<file path="src/rtl/core/brip_pkg.sv">
// brip_pkg: widths, accumulator op codes and shared structs of the brake run
// integrator and peak tracker. No dependencies; imported by every module of
// the block.
package brip_pkg;

    // sample field width (input channels, peaks, acceleration)
    localparam int SAMPLE_BITS = 24;
    localparam int FORCE_W     = SAMPLE_BITS + 1;
    localparam int ASUM_W      = 48;
    localparam int VSUM_W      = 64;
    localparam int OUT_W48     = 48;

    // configuration widths
    localparam int STEP_W      = 24;
    localparam int DEC_W       = 16;
    localparam int APB_AW      = 3;
    localparam int APB_DW      = 32;

    // shared multiplier: 25 x 25 signed, Q0.24 chunks of 24 bits
    localparam int CHUNK_W     = 24;
    localparam int MUL_W       = CHUNK_W + 1;
    localparam int PROD_W      = 2 * MUL_W;
    localparam int ACC_W       = 66;

    // stream payload widths (whole bytes)
    localparam int IN_DATA_W   = 6 * SAMPLE_BITS;
    localparam int OUT_FIELD_W = 4 * SAMPLE_BITS + FORCE_W + 2 * OUT_W48;
    localparam int OUT_DATA_W  = ((OUT_FIELD_W + 7) / 8) * 8;
    localparam int OUT_PAD_W   = OUT_DATA_W - OUT_FIELD_W;

    // register indexes
    localparam logic REG_STEP_TIME  = 1'b0;
    localparam logic REG_DECIMATION = 1'b1;

    // accumulator operation applied to the registered product
    typedef enum logic [2:0] {
        ACC_HOLD,
        ACC_LOAD,
        ACC_LOAD_HI,
        ACC_ADD,
        ACC_ADD_LO
    } t_acc_op;

    typedef struct packed {
        logic signed [MUL_W-1:0] mul_a;
        t_acc_op                 op;
    } t_mac_ctl;

    typedef struct packed {
        logic [STEP_W-1:0] step_time;
        logic [DEC_W-1:0]  decimation;
    } t_cfg;

endpackage

</file>
<file path="src/rtl/core/brip_regs.sv">
// brip_regs: APB-style configuration registers (step time, decimation).
// Depends on brip_pkg.
module brip_regs (
    input  logic                        i_clk,
    input  logic                        i_rst_n,
    input  logic                        psel,
    input  logic                        penable,
    input  logic                        pwrite,
    input  logic [brip_pkg::APB_AW-1:0] paddr,
    input  logic [brip_pkg::APB_DW-1:0] pwdata,
    output logic [brip_pkg::APB_DW-1:0] prdata,
    output logic                        pready,
    output brip_pkg::t_cfg              o_cfg
);
    import brip_pkg::*;

    logic [STEP_W-1:0] r_step_time;
    logic [DEC_W-1:0]  r_decimation;
    logic              w_wr;

    assign pready = 1'b1;
    assign w_wr   = psel && penable && pwrite && pready;

    // write on the access cycle; register index is the word address
    always_ff @(posedge i_clk) begin
        if (!i_rst_n) begin
            r_step_time  <= STEP_W'(16777);
            r_decimation <= DEC_W'(99);
        end else if (w_wr) begin
            case (paddr[2])
                REG_STEP_TIME:  r_step_time  <= pwdata[STEP_W-1:0];
                REG_DECIMATION: r_decimation <= pwdata[DEC_W-1:0];
                default: ;
            endcase
        end
    end

    // read back
    always_comb begin
        case (paddr[2])
            REG_STEP_TIME:  prdata = APB_DW'(r_step_time);
            REG_DECIMATION: prdata = APB_DW'(r_decimation);
            default:        prdata = '0;
        endcase
    end

    assign o_cfg.step_time  = r_step_time;
    assign o_cfg.decimation = r_decimation;

endmodule

</file>
<file path="config.mk">
export PLATFORM = sky130hd
export DESIGN_NAME = brip_regs
export DESIGN_NICKNAME = d
export VERILOG_FILES = /design/src/rtl/core/brip_pkg.sv /design/src/rtl/core/brip_regs.sv
export SDC_FILE = /design/constraint.sdc
export NUM_CORES = 1
export LEC_CHECK = 0
export BUFFER_PORTS_ARGS = -buffer_cell sky130_fd_sc_hd__buf_4
export CORE_ASPECT_RATIO = 0.6
export CORE_MARGIN = 2
export CORE_UTILIZATION = 39
export DETAILED_ROUTE_END_ITERATION = 7
export HOLD_SLACK_MARGIN = 0.08
export PLACE_DENSITY = 0.83
export SLEW_MARGIN = 0
export SYNTH_ARGS = -nofsm -noshare
export SYNTH_HDL_FRONTEND = slang
export SYNTH_SLANG_ARGS = --single-unit
</file>
<file path="constraint.sdc">
create_clock -name i_clk -period 1.2 [get_ports i_clk]
set_clock_uncertainty 0.1 [all_clocks]
set_input_delay 0.24 -clock i_clk [delete_from_list [all_inputs] [get_ports i_clk]]
set_output_delay 0.24 -clock i_clk [all_outputs]
set_load 0.02 [all_outputs]
</file>
**Yosys cells after proc, flatten, opt, wreduce, memory -nomap -nowiden**

Cells that the tools add are included.

- Register bits: 40
- Bits of input ports: 40
- Output and inout bits: 73
- Logic and storage cells: 8

- Multiplexer cells: 1
- Bitwise logic cells: 1
- Reduce and logical (&&, ||, !) cells: 4

Operator list:

| operator | number |
|---|---|
| 32-bit one-hot mux with 2 select lines | 1 |
| 2-bit AND reduction | 2 |
| 1-bit logical AND | 2 |
| 1-bit inverter | 1 |

**Logic depth before layout (Yosys ltp)**

- Word-level depth: 3
- Gate-level depth with buffers: 5
- Mapped depth without buffers: 2

**Worst setup path after synthesis**

No wires, ideal clock.

- Path type: input to output
- Start point: in paddr[2] (netlist bit)
- End point: out prdata[10] (netlist bit)
- Arrival: 0.947 ns
- Slack: -0.087 ns
- Cell stages on the path: 3
- Path through: buf_6 buf_2 mux2_2

- Longest elaborated chain between the ends: 2

RTL lines:

| element | RTL line | RTL |
|---|---|---|
| from (decl) | brip_regs.sv:9 | `input logic [brip_pkg::APB_AW-1:0] paddr,` |
| 1-bit inverter | n/a |  |
| 32-bit one-hot mux with 2 select lines * | brip_regs.sv:40 | `case (paddr[2])` |
| to (decl) | brip_regs.sv:11 | `output logic [brip_pkg::APB_DW-1:0] prdata,` |

Every way passes the cells marked *; elsewhere a longest branch is shown, timed or not. The select of a mux whose other input is x is not followed.

**Worst setup path after layout**

- Start point: reg r_step_time[9]
- End point: out prdata[9] (netlist bit)

- Longest elaborated chain between the ends: 1

RTL lines:

| element | RTL line | RTL |
|---|---|---|
| from (decl) | brip_regs.sv:17 | `logic [STEP_W-1:0] r_step_time;` |
| from (signal assigned) | brip_regs.sv:31 | `REG_STEP_TIME: r_step_time <= pwdata[STEP_W-1:0];` |
| 32-bit one-hot mux with 2 select lines | brip_regs.sv:40 |  |

Every way passes these cells. The select of a mux whose other input is x is not followed.

==> metrics <==
worst hold stages=3; DR DRC count=0; dpl ws=-189 ps; most common cell after layout, fill and taps aside=buf_6; Post-DRT Antenna Nets=0; CP endpoint kind=output pin; total routed wirelength=roughly 6.3 mm; drt first pass iters=5; Simple-Gate Fraction of Synth Area=0.198; status=complete, but fails checks; Synth Area in Compound Gates=0; Tmin final=between 1000 and 1500 ps; flops & latches, synth=40; Initial Util=0.415; Worst-path clk slew=approximately 70 ps; failing checks=negative setup slack; Die Ht=58.7 um; cells along the critical path=mux2_4 > buf_6; DR vias=1890; slowest cell delay on critical path=roughly 340 ps; total power draw=2.86 mW; Hold Slack=between 100 and 150 ps; die width=95.2 um; WP data arrival=approximately 1000 ps; final instance area=3670 sq um; GP Congestion=slightly above 0.7; Yosys warnings=0; main combinational cell family by area after synthesis=multiplexers; Inst Count DP=roughly 360; Mapped Avg Cell Area=around 9.5 sq um; worst path required time=860 ps; most frequent cells in the layout=buf_6, nand2_1, buf_4; count of port buffers added during placement=slightly above 90; Slowest-stage cell, CP=dfxtp_2; Worst path depth=2; WS Path Type=reg -> out; Adder-Cell Fraction of Synth Area=0; vias in the first global route=1754; Area growth, synth to finish=88.7%; met3 usage=0.0679; synth unique cells=14; cell family with most CP delay=flip-flops; proportion of layout cells with a drive suffix above 1=0.630; FMAX=0.732 GHz; met1 Use GR=0.234; Total GRT Usage=0.202; Peak VDD IR=0.465 mV; nets=approximately 380; synthesized area=around 1900 sq um; Slew Limit Fails=0; busiest layer in global routing=met2; average vias per placed instance=~4.7; final setup margin=-166 ps; initial antenna violation count=0; sequential fraction of the synthesis area=0.412; CTS tree=yes; CP Max Fanout=2; Synth Area in XOR/XNOR=0; MaxCap Viol Count=0; H-Tree Depth=2; Fill cells=308; row count=19; I/O pin count=approximately 110; Setup crit start kind=flop; hold_buf cts=0; type of the worst min-delay path=in -> reg; n_diodes=0; Max Root-Sink Buffers=2; Die Footprint=roughly 5600 sq um; Final Hold Vio Count=0; placed inst area=approximately 2800 sq um; # setup viols final=28; core area=4680 sq um; Iter 0 DRT Violations=44; clock root cell=clkbuf_8; detailed placement HPWL=about 3.5 mm; Num Clock Sinks=40; RSZ-0062 raised after global routing=true; R2R cell count=4; TritonCTS Buffers=5; PwrDens=between 700 and 800 nW/um^2; Synth Instances=about 200; Pleak=1.70 nW; mux cell area share after synthesis=0.299; Buffers & Inverters on Critical Path=1; global route total overflow=0; GR Layer Usage met2=0.357; largest net degree at the start of global routing=32; first-pass GRT wire length=approximately 8.6 mm; clk_lat worst skew=between 200 and 300 ps; fin cells=around 410; period utilization=1.14; Wirelength per Cell=between 15 and 20 um
state kept, by name (all words and copies together), names as in the netlist:
register / flops
r_step_time: 24
r_decimation: 16
per-layer routing:
metal | part of all wire | up-vias
met5 | 0 | -
met4 | 0.0065 | 0
met3 | 0.075 | 5
met2 | 0.50 | 72
met1 | 0.42 | 890
li1 | - | 923
where the power goes:
group | internal, mW | leakage (nW) | total, mW | switching [mW]
logic | 0.350 | 1.32 | 0.640 | 0.290
registers | 1.36 | 0.335 | 1.39 | 0.0249
clock network | 0.395 | 0.0410 | 0.838 | 0.443
what timing repair did:
action | 4_1_cts | 5_1_grt
setup buffers | 31 | 25
endpoints found under the setup margin | 26 | 56
gates cloned | 0 | 0
gates resized for setup | 117 | 46
cell families after synthesis:
logic type	after synthesis
and+or+nand+nor	82
muxes	56
DFF	40
buffers and inverters	25
other	2
worst min-delay path, stage by stage:
cell and delay [ps]:
buf_4 110, nand2_1 50, mux2i_1 60
per-stage QoR:
stage,setup TNS (ps),utilization
after CTS,-3060,0.735
after detailed placement,-5370,0.597
after global routing,-4730,0.783
after global placement,-4930,0.597
after floorplan,-365,-
final,-3080,0.783
synth_stat cells:
cell	number	area (sq um)
clkbuf_1	7	26.3
conb_1	2	7.51
mux2_2	16	180
buf_4	9	67.6
buf_2	5	25.0
buf_8	2	30.0
dfxtp_1	40	801
nand4_1	1	6.26
and4_1	1	8.76
and4b_1	1	10.0
mux2i_1	40	400
buf_6	2	22.5
nand2_1	54	203
nor2b_1	25	156
path summary, 6_finish.rpt:
check,end,slack (ps),from
setup / recovery,prdata[9],-170,r_step_time[9]
hold / removal,r_step_time[22],100,pwdata[22]
setup reg to reg,r_decimation[0],230,r_decimation[0]
hold reg to reg,r_decimation[12],380,r_decimation[12]
layout make-up:
cell class | count | area [sq um] | share of cell area
repair buffers | 149 | 1570 | 0.429
flip-flops and latches | 40 | 851 | 0.232
clock buffers | 6 | 72.6 | 0.0198
clock inverters | 1 | 5.00 | 0.00136
well taps | 63 | 78.8 | 0.0215
multi-input cells | 147 | 1090 | 0.297
(Power assumes the default switching activity.)
