<file path="src/rtl/core/brip_pkg.sv">
// brip_pkg: widths, accumulator op codes and shared structs of the brake run
// integrator and peak tracker. No dependencies; imported by every module of
// the block.
package brip_pkg;

    // sample field width (input channels, peaks, acceleration)
    localparam int SAMPLE_BITS = 24;
    localparam int FORCE_W     = SAMPLE_BITS + 1;
    localparam int ASUM_W      = 48;
    localparam int VSUM_W      = 64;
    localparam int OUT_W48     = 48;

    // configuration widths
    localparam int STEP_W      = 24;
    localparam int DEC_W       = 16;
    localparam int APB_AW      = 3;
    localparam int APB_DW      = 32;

    // shared multiplier: 25 x 25 signed, Q0.24 chunks of 24 bits
    localparam int CHUNK_W     = 24;
    localparam int MUL_W       = CHUNK_W + 1;
    localparam int PROD_W      = 2 * MUL_W;
    localparam int ACC_W       = 66;

    // stream payload widths (whole bytes)
    localparam int IN_DATA_W   = 6 * SAMPLE_BITS;
    localparam int OUT_FIELD_W = 4 * SAMPLE_BITS + FORCE_W + 2 * OUT_W48;
    localparam int OUT_DATA_W  = ((OUT_FIELD_W + 7) / 8) * 8;
    localparam int OUT_PAD_W   = OUT_DATA_W - OUT_FIELD_W;

    // register indexes
    localparam logic REG_STEP_TIME  = 1'b0;
    localparam logic REG_DECIMATION = 1'b1;

    // accumulator operation applied to the registered product
    typedef enum logic [2:0] {
        ACC_HOLD,
        ACC_LOAD,
        ACC_LOAD_HI,
        ACC_ADD,
        ACC_ADD_LO
    } t_acc_op;

    typedef struct packed {
        logic signed [MUL_W-1:0] mul_a;
        t_acc_op                 op;
    } t_mac_ctl;

    typedef struct packed {
        logic [STEP_W-1:0] step_time;
        logic [DEC_W-1:0]  decimation;
    } t_cfg;

endpackage

</file>
<file path="src/rtl/core/brip_div.sv">
// brip_div: restoring divider, one quotient bit per cycle, signed 64-bit
// dividend by unsigned count, truncating toward zero. Depends on brip_pkg.
module brip_div #(
    parameter int CW = 25
) (
    input  logic                                   i_clk,
    input  logic                                   i_rst_n,
    input  logic                                   i_start,
    input  logic signed [brip_pkg::VSUM_W-1:0]     i_num,
    input  logic [CW-1:0]                          i_den,
    output logic                                   o_busy,
    output logic signed [brip_pkg::VSUM_W:0]       o_quot
);
    import brip_pkg::*;

    localparam int STEPS = VSUM_W;
    localparam int SC_W  = $clog2(STEPS);

    logic              r_busy;
    logic              r_neg;
    logic [VSUM_W-1:0] r_q;
    logic [CW-1:0]     r_rem;
    logic [CW-1:0]     r_den;
    logic [SC_W-1:0]   r_cnt;
    logic [VSUM_W-1:0] w_abs;
    logic [CW:0]       w_shift;
    logic [CW:0]       w_diff;
    logic              w_ge;
    logic signed [VSUM_W:0] w_q65;

    assign w_abs   = i_num[VSUM_W-1] ? (~i_num + VSUM_W'(1)) : i_num;
    assign w_shift = {r_rem, r_q[VSUM_W-1]};
    assign w_ge    = w_shift >= {1'b0, r_den};
    assign w_diff  = w_shift - {1'b0, r_den};

    // control
    always_ff @(posedge i_clk) begin
        if (!i_rst_n) begin
            r_busy <= 1'b0;
            r_cnt  <= '0;
        end else if (i_start) begin
            r_busy <= 1'b1;
            r_cnt  <= '0;
        end else if (r_busy) begin
            r_cnt <= r_cnt + SC_W'(1);
            if (r_cnt == SC_W'(STEPS - 1)) begin
                r_busy <= 1'b0;
            end
        end
    end

    // shift and subtract datapath
    always_ff @(posedge i_clk) begin
        if (i_start) begin
            r_q   <= w_abs;
            r_rem <= '0;
            r_den <= i_den;
            r_neg <= i_num[VSUM_W-1];
        end else if (r_busy) begin
            r_q   <= {r_q[VSUM_W-2:0], w_ge};
            r_rem <= w_ge ? w_diff[CW-1:0] : w_shift[CW-1:0];
        end
    end

    assign w_q65  = signed'({1'b0, r_q});
    assign o_quot = r_neg ? -w_q65 : w_q65;
    assign o_busy = r_busy;

endmodule

</file>
<file path="config.mk">
export PLATFORM = sky130hd
export DESIGN_NAME = brip_div
export DESIGN_NICKNAME = d
export VERILOG_FILES = /design/src/rtl/core/brip_pkg.sv /design/src/rtl/core/brip_div.sv
export SDC_FILE = /design/constraint.sdc
export NUM_CORES = 1
export LEC_CHECK = 0
export BUFFER_PORTS_ARGS = -buffer_cell sky130_fd_sc_hd__buf_4
export CAP_MARGIN = 15
export CORE_MARGIN = 2
export CORE_UTILIZATION = 52
export CTS_CLUSTER_SIZE = 20
export DETAILED_ROUTE_END_ITERATION = 8
export PLACE_DENSITY = 0.82
export SLEW_MARGIN = 20
export SYNTH_ARGS = -nofsm -noshare
export SYNTH_HDL_FRONTEND = slang
export SYNTH_SLANG_ARGS = --single-unit
</file>
<file path="constraint.sdc">
create_clock -name i_clk -period 3.2 [get_ports i_clk]
set_clock_uncertainty 0.1 [all_clocks]
set_input_delay 0.32 -clock i_clk [delete_from_list [all_inputs] [get_ports i_clk]]
set_output_delay 0.32 -clock i_clk [all_outputs]
set_load 0.05 [all_outputs]
</file>
Word-level counts from Yosys, hierarchy flattened
Cells that the tools add are included.
{ "op_classes": {"n_bitwise": 2, "n_mux": 8, "n_addsub": 4, "n_eq_ne": 1, "n_reduce_logical": 2, "magnitude_cmp": 1} }
{ "ops": {"columns": ["cell", "n"], "rows": [
  ["64-bit two-way mux", 3],
  ["65-bit two-way mux", 1],
  ["64-bit negator with 65-bit output", 1],
  ["64-bit by 2-bit adder with 64-bit output (second input constant)", 1],
  ["64-bit NOT", 1],
  ["26-bit by 25-bit >= comparator with 1-bit output", 1],
  ["25-bit two-way mux", 1],
  ["25-bit subtractor", 1],
  ["6-bit by 1-bit adder with 6-bit output (second input constant)", 1],
  ["6-bit equality test (second input constant)", 1],
  ["1-bit two-way mux", 3],
  ["2-bit nonzero test", 1],
  ["2-bit OR reduction", 1],
  ["1-bit NOT", 1]
]} }
{ "word_totals": {"input_bits": 92, "reg_bits": 122} }

Longest topological paths before layout
{ "logic_depth": {"depth_word": 4, "ltp_mapped": 13} }

Worst setup path after synthesis
No wires, ideal clock.
{ "synth_timing": {"path_type": "register to output", "from": "reg r_q[4]", "to": "out o_quot[55] in the netlist's numbering", "stages_incl_launch_ff": 11, "arrival_ns": 3.238, "path_buffers": 2, "setup_slack_ns": -0.458, "path_cell_list": "edfxtp_1 -> or3_1 -> or4_4 -> nand2b_4 -> or4b_1 -> buf_2 -> or2_1 -> buf_6 -> nand3b_4 -> o31ai_4 -> xnor2_1"} }
{ "synth_via": {"elab_chain_cells": 2} }
{ "synth_lines": {"columns": ["item", "line_no", "text"], "rows": [
  ["start, declared", "brip_div.sv:21", "logic [VSUM_W-1:0] r_q;"],
  ["start signal, assigned", "brip_div.sv:55", "r_q <= w_abs;"],
  ["start signal, assigned", "brip_div.sv:60", "r_q <= {r_q[VSUM_W-2:0], w_ge};"],
  ["64-bit negator with 65-bit output", "brip_div.sv:66", "assign o_quot = r_neg ? -w_q65 : w_q65;"],
  ["65-bit two-way mux", "brip_div.sv:66", null],
  ["end, declared", "brip_div.sv:12", "output logic signed [brip_pkg::VSUM_W:0] o_quot"]
]} }
No other way between the ends.

Final worst setup path
{ "layout_timing": {"from": "reg r_q[3]", "to": "out o_quot[61] in the netlist's numbering"} }
The elaborated chain is that of the path after synthesis.

==> out/metrics.cfg <==
[global_routing]
grtUsageTotal_pct = 30.89
grt_pass1_vias = 8842
grt_pass1_wl_um = 44460
globalRouteOverflowTotal = 0
grt_max_degree = 58
antenna_found_initial = 0

[sta]
finalCritPeriodShare_pct = 121.6
hold_viol_final = 0
fin_ws_ns = -0.6903
rsz0062_at_grt = true
drv_slew = 0
fmax_mhz = 257.0
timing.hold.ws_ns = 0.08097
report.final.setup_viol = 47
tightest_slew_ns = 0.6832
slew_headroom_pct = 54.45
layout_min_cycle_time_ns = 3.890

[worst_setup_path]
end_kind = primary output
worstSetupStartpointType = flop
cp_slowest_cell = or4b_4
worstPathCellList = or3_4 -> or4_4 -> nand2b_4 -> or4b_4 -> or2_4 -> nand3b_4 -> buf_4 -> o21ai_4 -> xnor2_2 -> buf_6
critPathMaxFanout = 5
r2r_setup_slack_ns = 0.06
cp_num_buf_inv = 2
crit_required_ns = 2.78
cp.arrival_ns = 3.47
path_delay_family = simple AND/OR/NAND/NOR gates
critical_path_class = reg -> out
cpPeakStageDelay_ns = 0.51

[detailed_routing]
wl_per_cell_um = 20.11
dr.pass1.iters = 6
drc_errors = 0
drt-total-wl_um = 30040
vias_per_cell = 6.219
drt_iter0_drc = 1012
ant_nets = 0
vias = 9291

[logic_synthesis]
synth.avg_cell_area_um2 = 8.923
synth_top_area_cell = edfxtp_1
syn_inst = 989
synth.top_cell.area_share_pct = 30.63
synthTopCellsByArea = edfxtp_1, xnor2_1, dfxtp_1
seq_area_frac_synth_pct = 37.88
syn_nets = 1110
synthArstFlopShare_pct = 0
ys.flop_type = edfxtp_1
netlist_area_mm2 = 0.008825
synth-edff-count = 90
synth.distinct_cells = 66
yosys_warnings = 0
synth-seq-cells = 122

[place]
gp_congestion = 0.9681
port_buffers = 157
place_area_mm2 = 0.01117
placed_cells = 1413
place_hpwl_um = 18700

[power]
ir_worst_vdd_uv = 377.7
powerDensity_mw_per_mm2 = 497.8
leakagePower_uw = 0.005207

[final_layout]
areaGrowthSynthToFinish_pct = 46.33
insertedDiodeCount = 0
design_area_mm2 = 0.01291
post-route-util_pct = 77.87
nNetsFinal = 1383
fin_cells = 1494
layout-drive-gt1-share_pct = 34.77

[clocking]
numCtsBuffers = 17
cts_sinks = 122
clockBufferDepth = 2
cts_tree = built
ctsHtreeMaxLevel = 4
clock-root-buffer = clkbuf_16
clkTransAtPathRegs_ns = 0.06
clkLatencyLatePin_ns = 0.43

[worst_hold_path]
hold_class = in -> reg

[floorplanning]
initial_utilization_pct = 53.21
dieArea_mm2 = 0.01803
num_rows = 47
coreArea_mm2 = 0.01658
io_pins = 158
dieHeight_um = 134.3
die_x_um = 134.3

[job]
maxCapViolCount = 0

[run_status]
violations = setup timing
status = finished with violations

## cell usage after synthesis (all sizes together) (16+ instances only)
cell	n
a21oi	75
a311oi	16
clkbuf	48
dfxtp	32
edfxtp	90
ha	28
inv	38
nand2	86
nand3	18
nor2	105
o21ai	65
o31ai	38
o41ai	21
or3	18
or4	19
xnor2	80
xor2	67
## through the flow
stage / TNS, ns / setup WS [ns] / power [uW]
6_report: -20.10 / -0.6903 / 6428
5_1_grt: -23.08 / -0.7214 / 6639
4_1_cts: -17.02 / -0.6263 / 6280
3_5_place_dp: -6.995 / -0.3267 / 4272
3_3_place_gp: -4.409 / -0.2343 / 4226
2_1_floorplan: -3.074 / -0.2869 / 3545
## cells by family (layout without fill, tap and decap cells)
family	Yosys count	count (layout)	share of synthesized area, %
buffers and inverters	92	377	4.069
adder cells (fa/ha/maj)	29	29	4.197
XOR/XNOR	147	147	14.59
AND/OR/NAND/NOR	326	326	18.47
AO/OA/AOI/OAI	264	264	19.67
flip-flops	122	122	37.88
multiplexers	9	9	1.120
## report_power, final
part           leakage (uW)  total [uW]  internal, uW  switching (uW)
registers           0.00115        2070          1890             178
clock network      0.000263        1860          1150             708
logic               0.00380        2500           989            1510
total               0.00521        6430          4030            2390
## area by class of cell
type	count	area, um^2
clock buffer	22	454.2
timing repair buffer	308	2560
inverter	38	142.6
fill	999	3670
tap	220	275.3
clock inverter	9	100.1
sequential	122	3343
multi-input combinational	775	6038
## final timing paths
check	depth (start not counted)	end	start
worst max-delay path	10	o_quot[61]	r_q[3]$_DFFE_PP_
worst min-delay path	2	o_busy$_SDFF_PN0_	i_rst_n
worst max register to register	14	r_rem[3]$_SDFFE_PP0P_	r_q[63]$_DFFE_PP_
worst min register to register	2	r_cnt[5]$_SDFFE_PP0P_	r_cnt[5]$_SDFFE_PP0P_
## what timing repair did
action	in CTS	in global routing
pin swaps	44	31
hold buffers	25	0
setup endpoints to repair	55	72
buffers inserted	15	10
hold endpoints to repair	25	0
cloned	2	0
gates resized for setup	122	41
## layout by cell type (no fill, tap or decap), types with 16 or more instances in the layout
cell type      netlist  routed
inv_1               38      36
nand3_1             18      16
xnor2_2              0      21
dfxtp_1             32      32
buf_6                1      46
nor2_1             105     105
dlygate4sd3_1        0      25
nand2_1             86      74
xor2_1              67      67
ha_1                28      27
o31ai_1             34      25
clkbuf_16            0      17
buf_4                1     236
a21oi_1             75      75
edfxtp_1            90      90
o21ai_0             62      49
xnor2_1             80      53
## metal layers
layer	part of all wire, %	global-route usage (%)
met4	4.5	16.37
met1	37	37.64
met3	8.3	5.631
met2	50	52.07
met5	0	0
## state kept, by name, indices dropped and copies added, names as in the netlist
name    cells
o_busy      1
r_den      25
r_rem      25
r_cnt       6
r_neg       1
r_q        64
No activity file was read; power rests on OpenSTA's default activity.
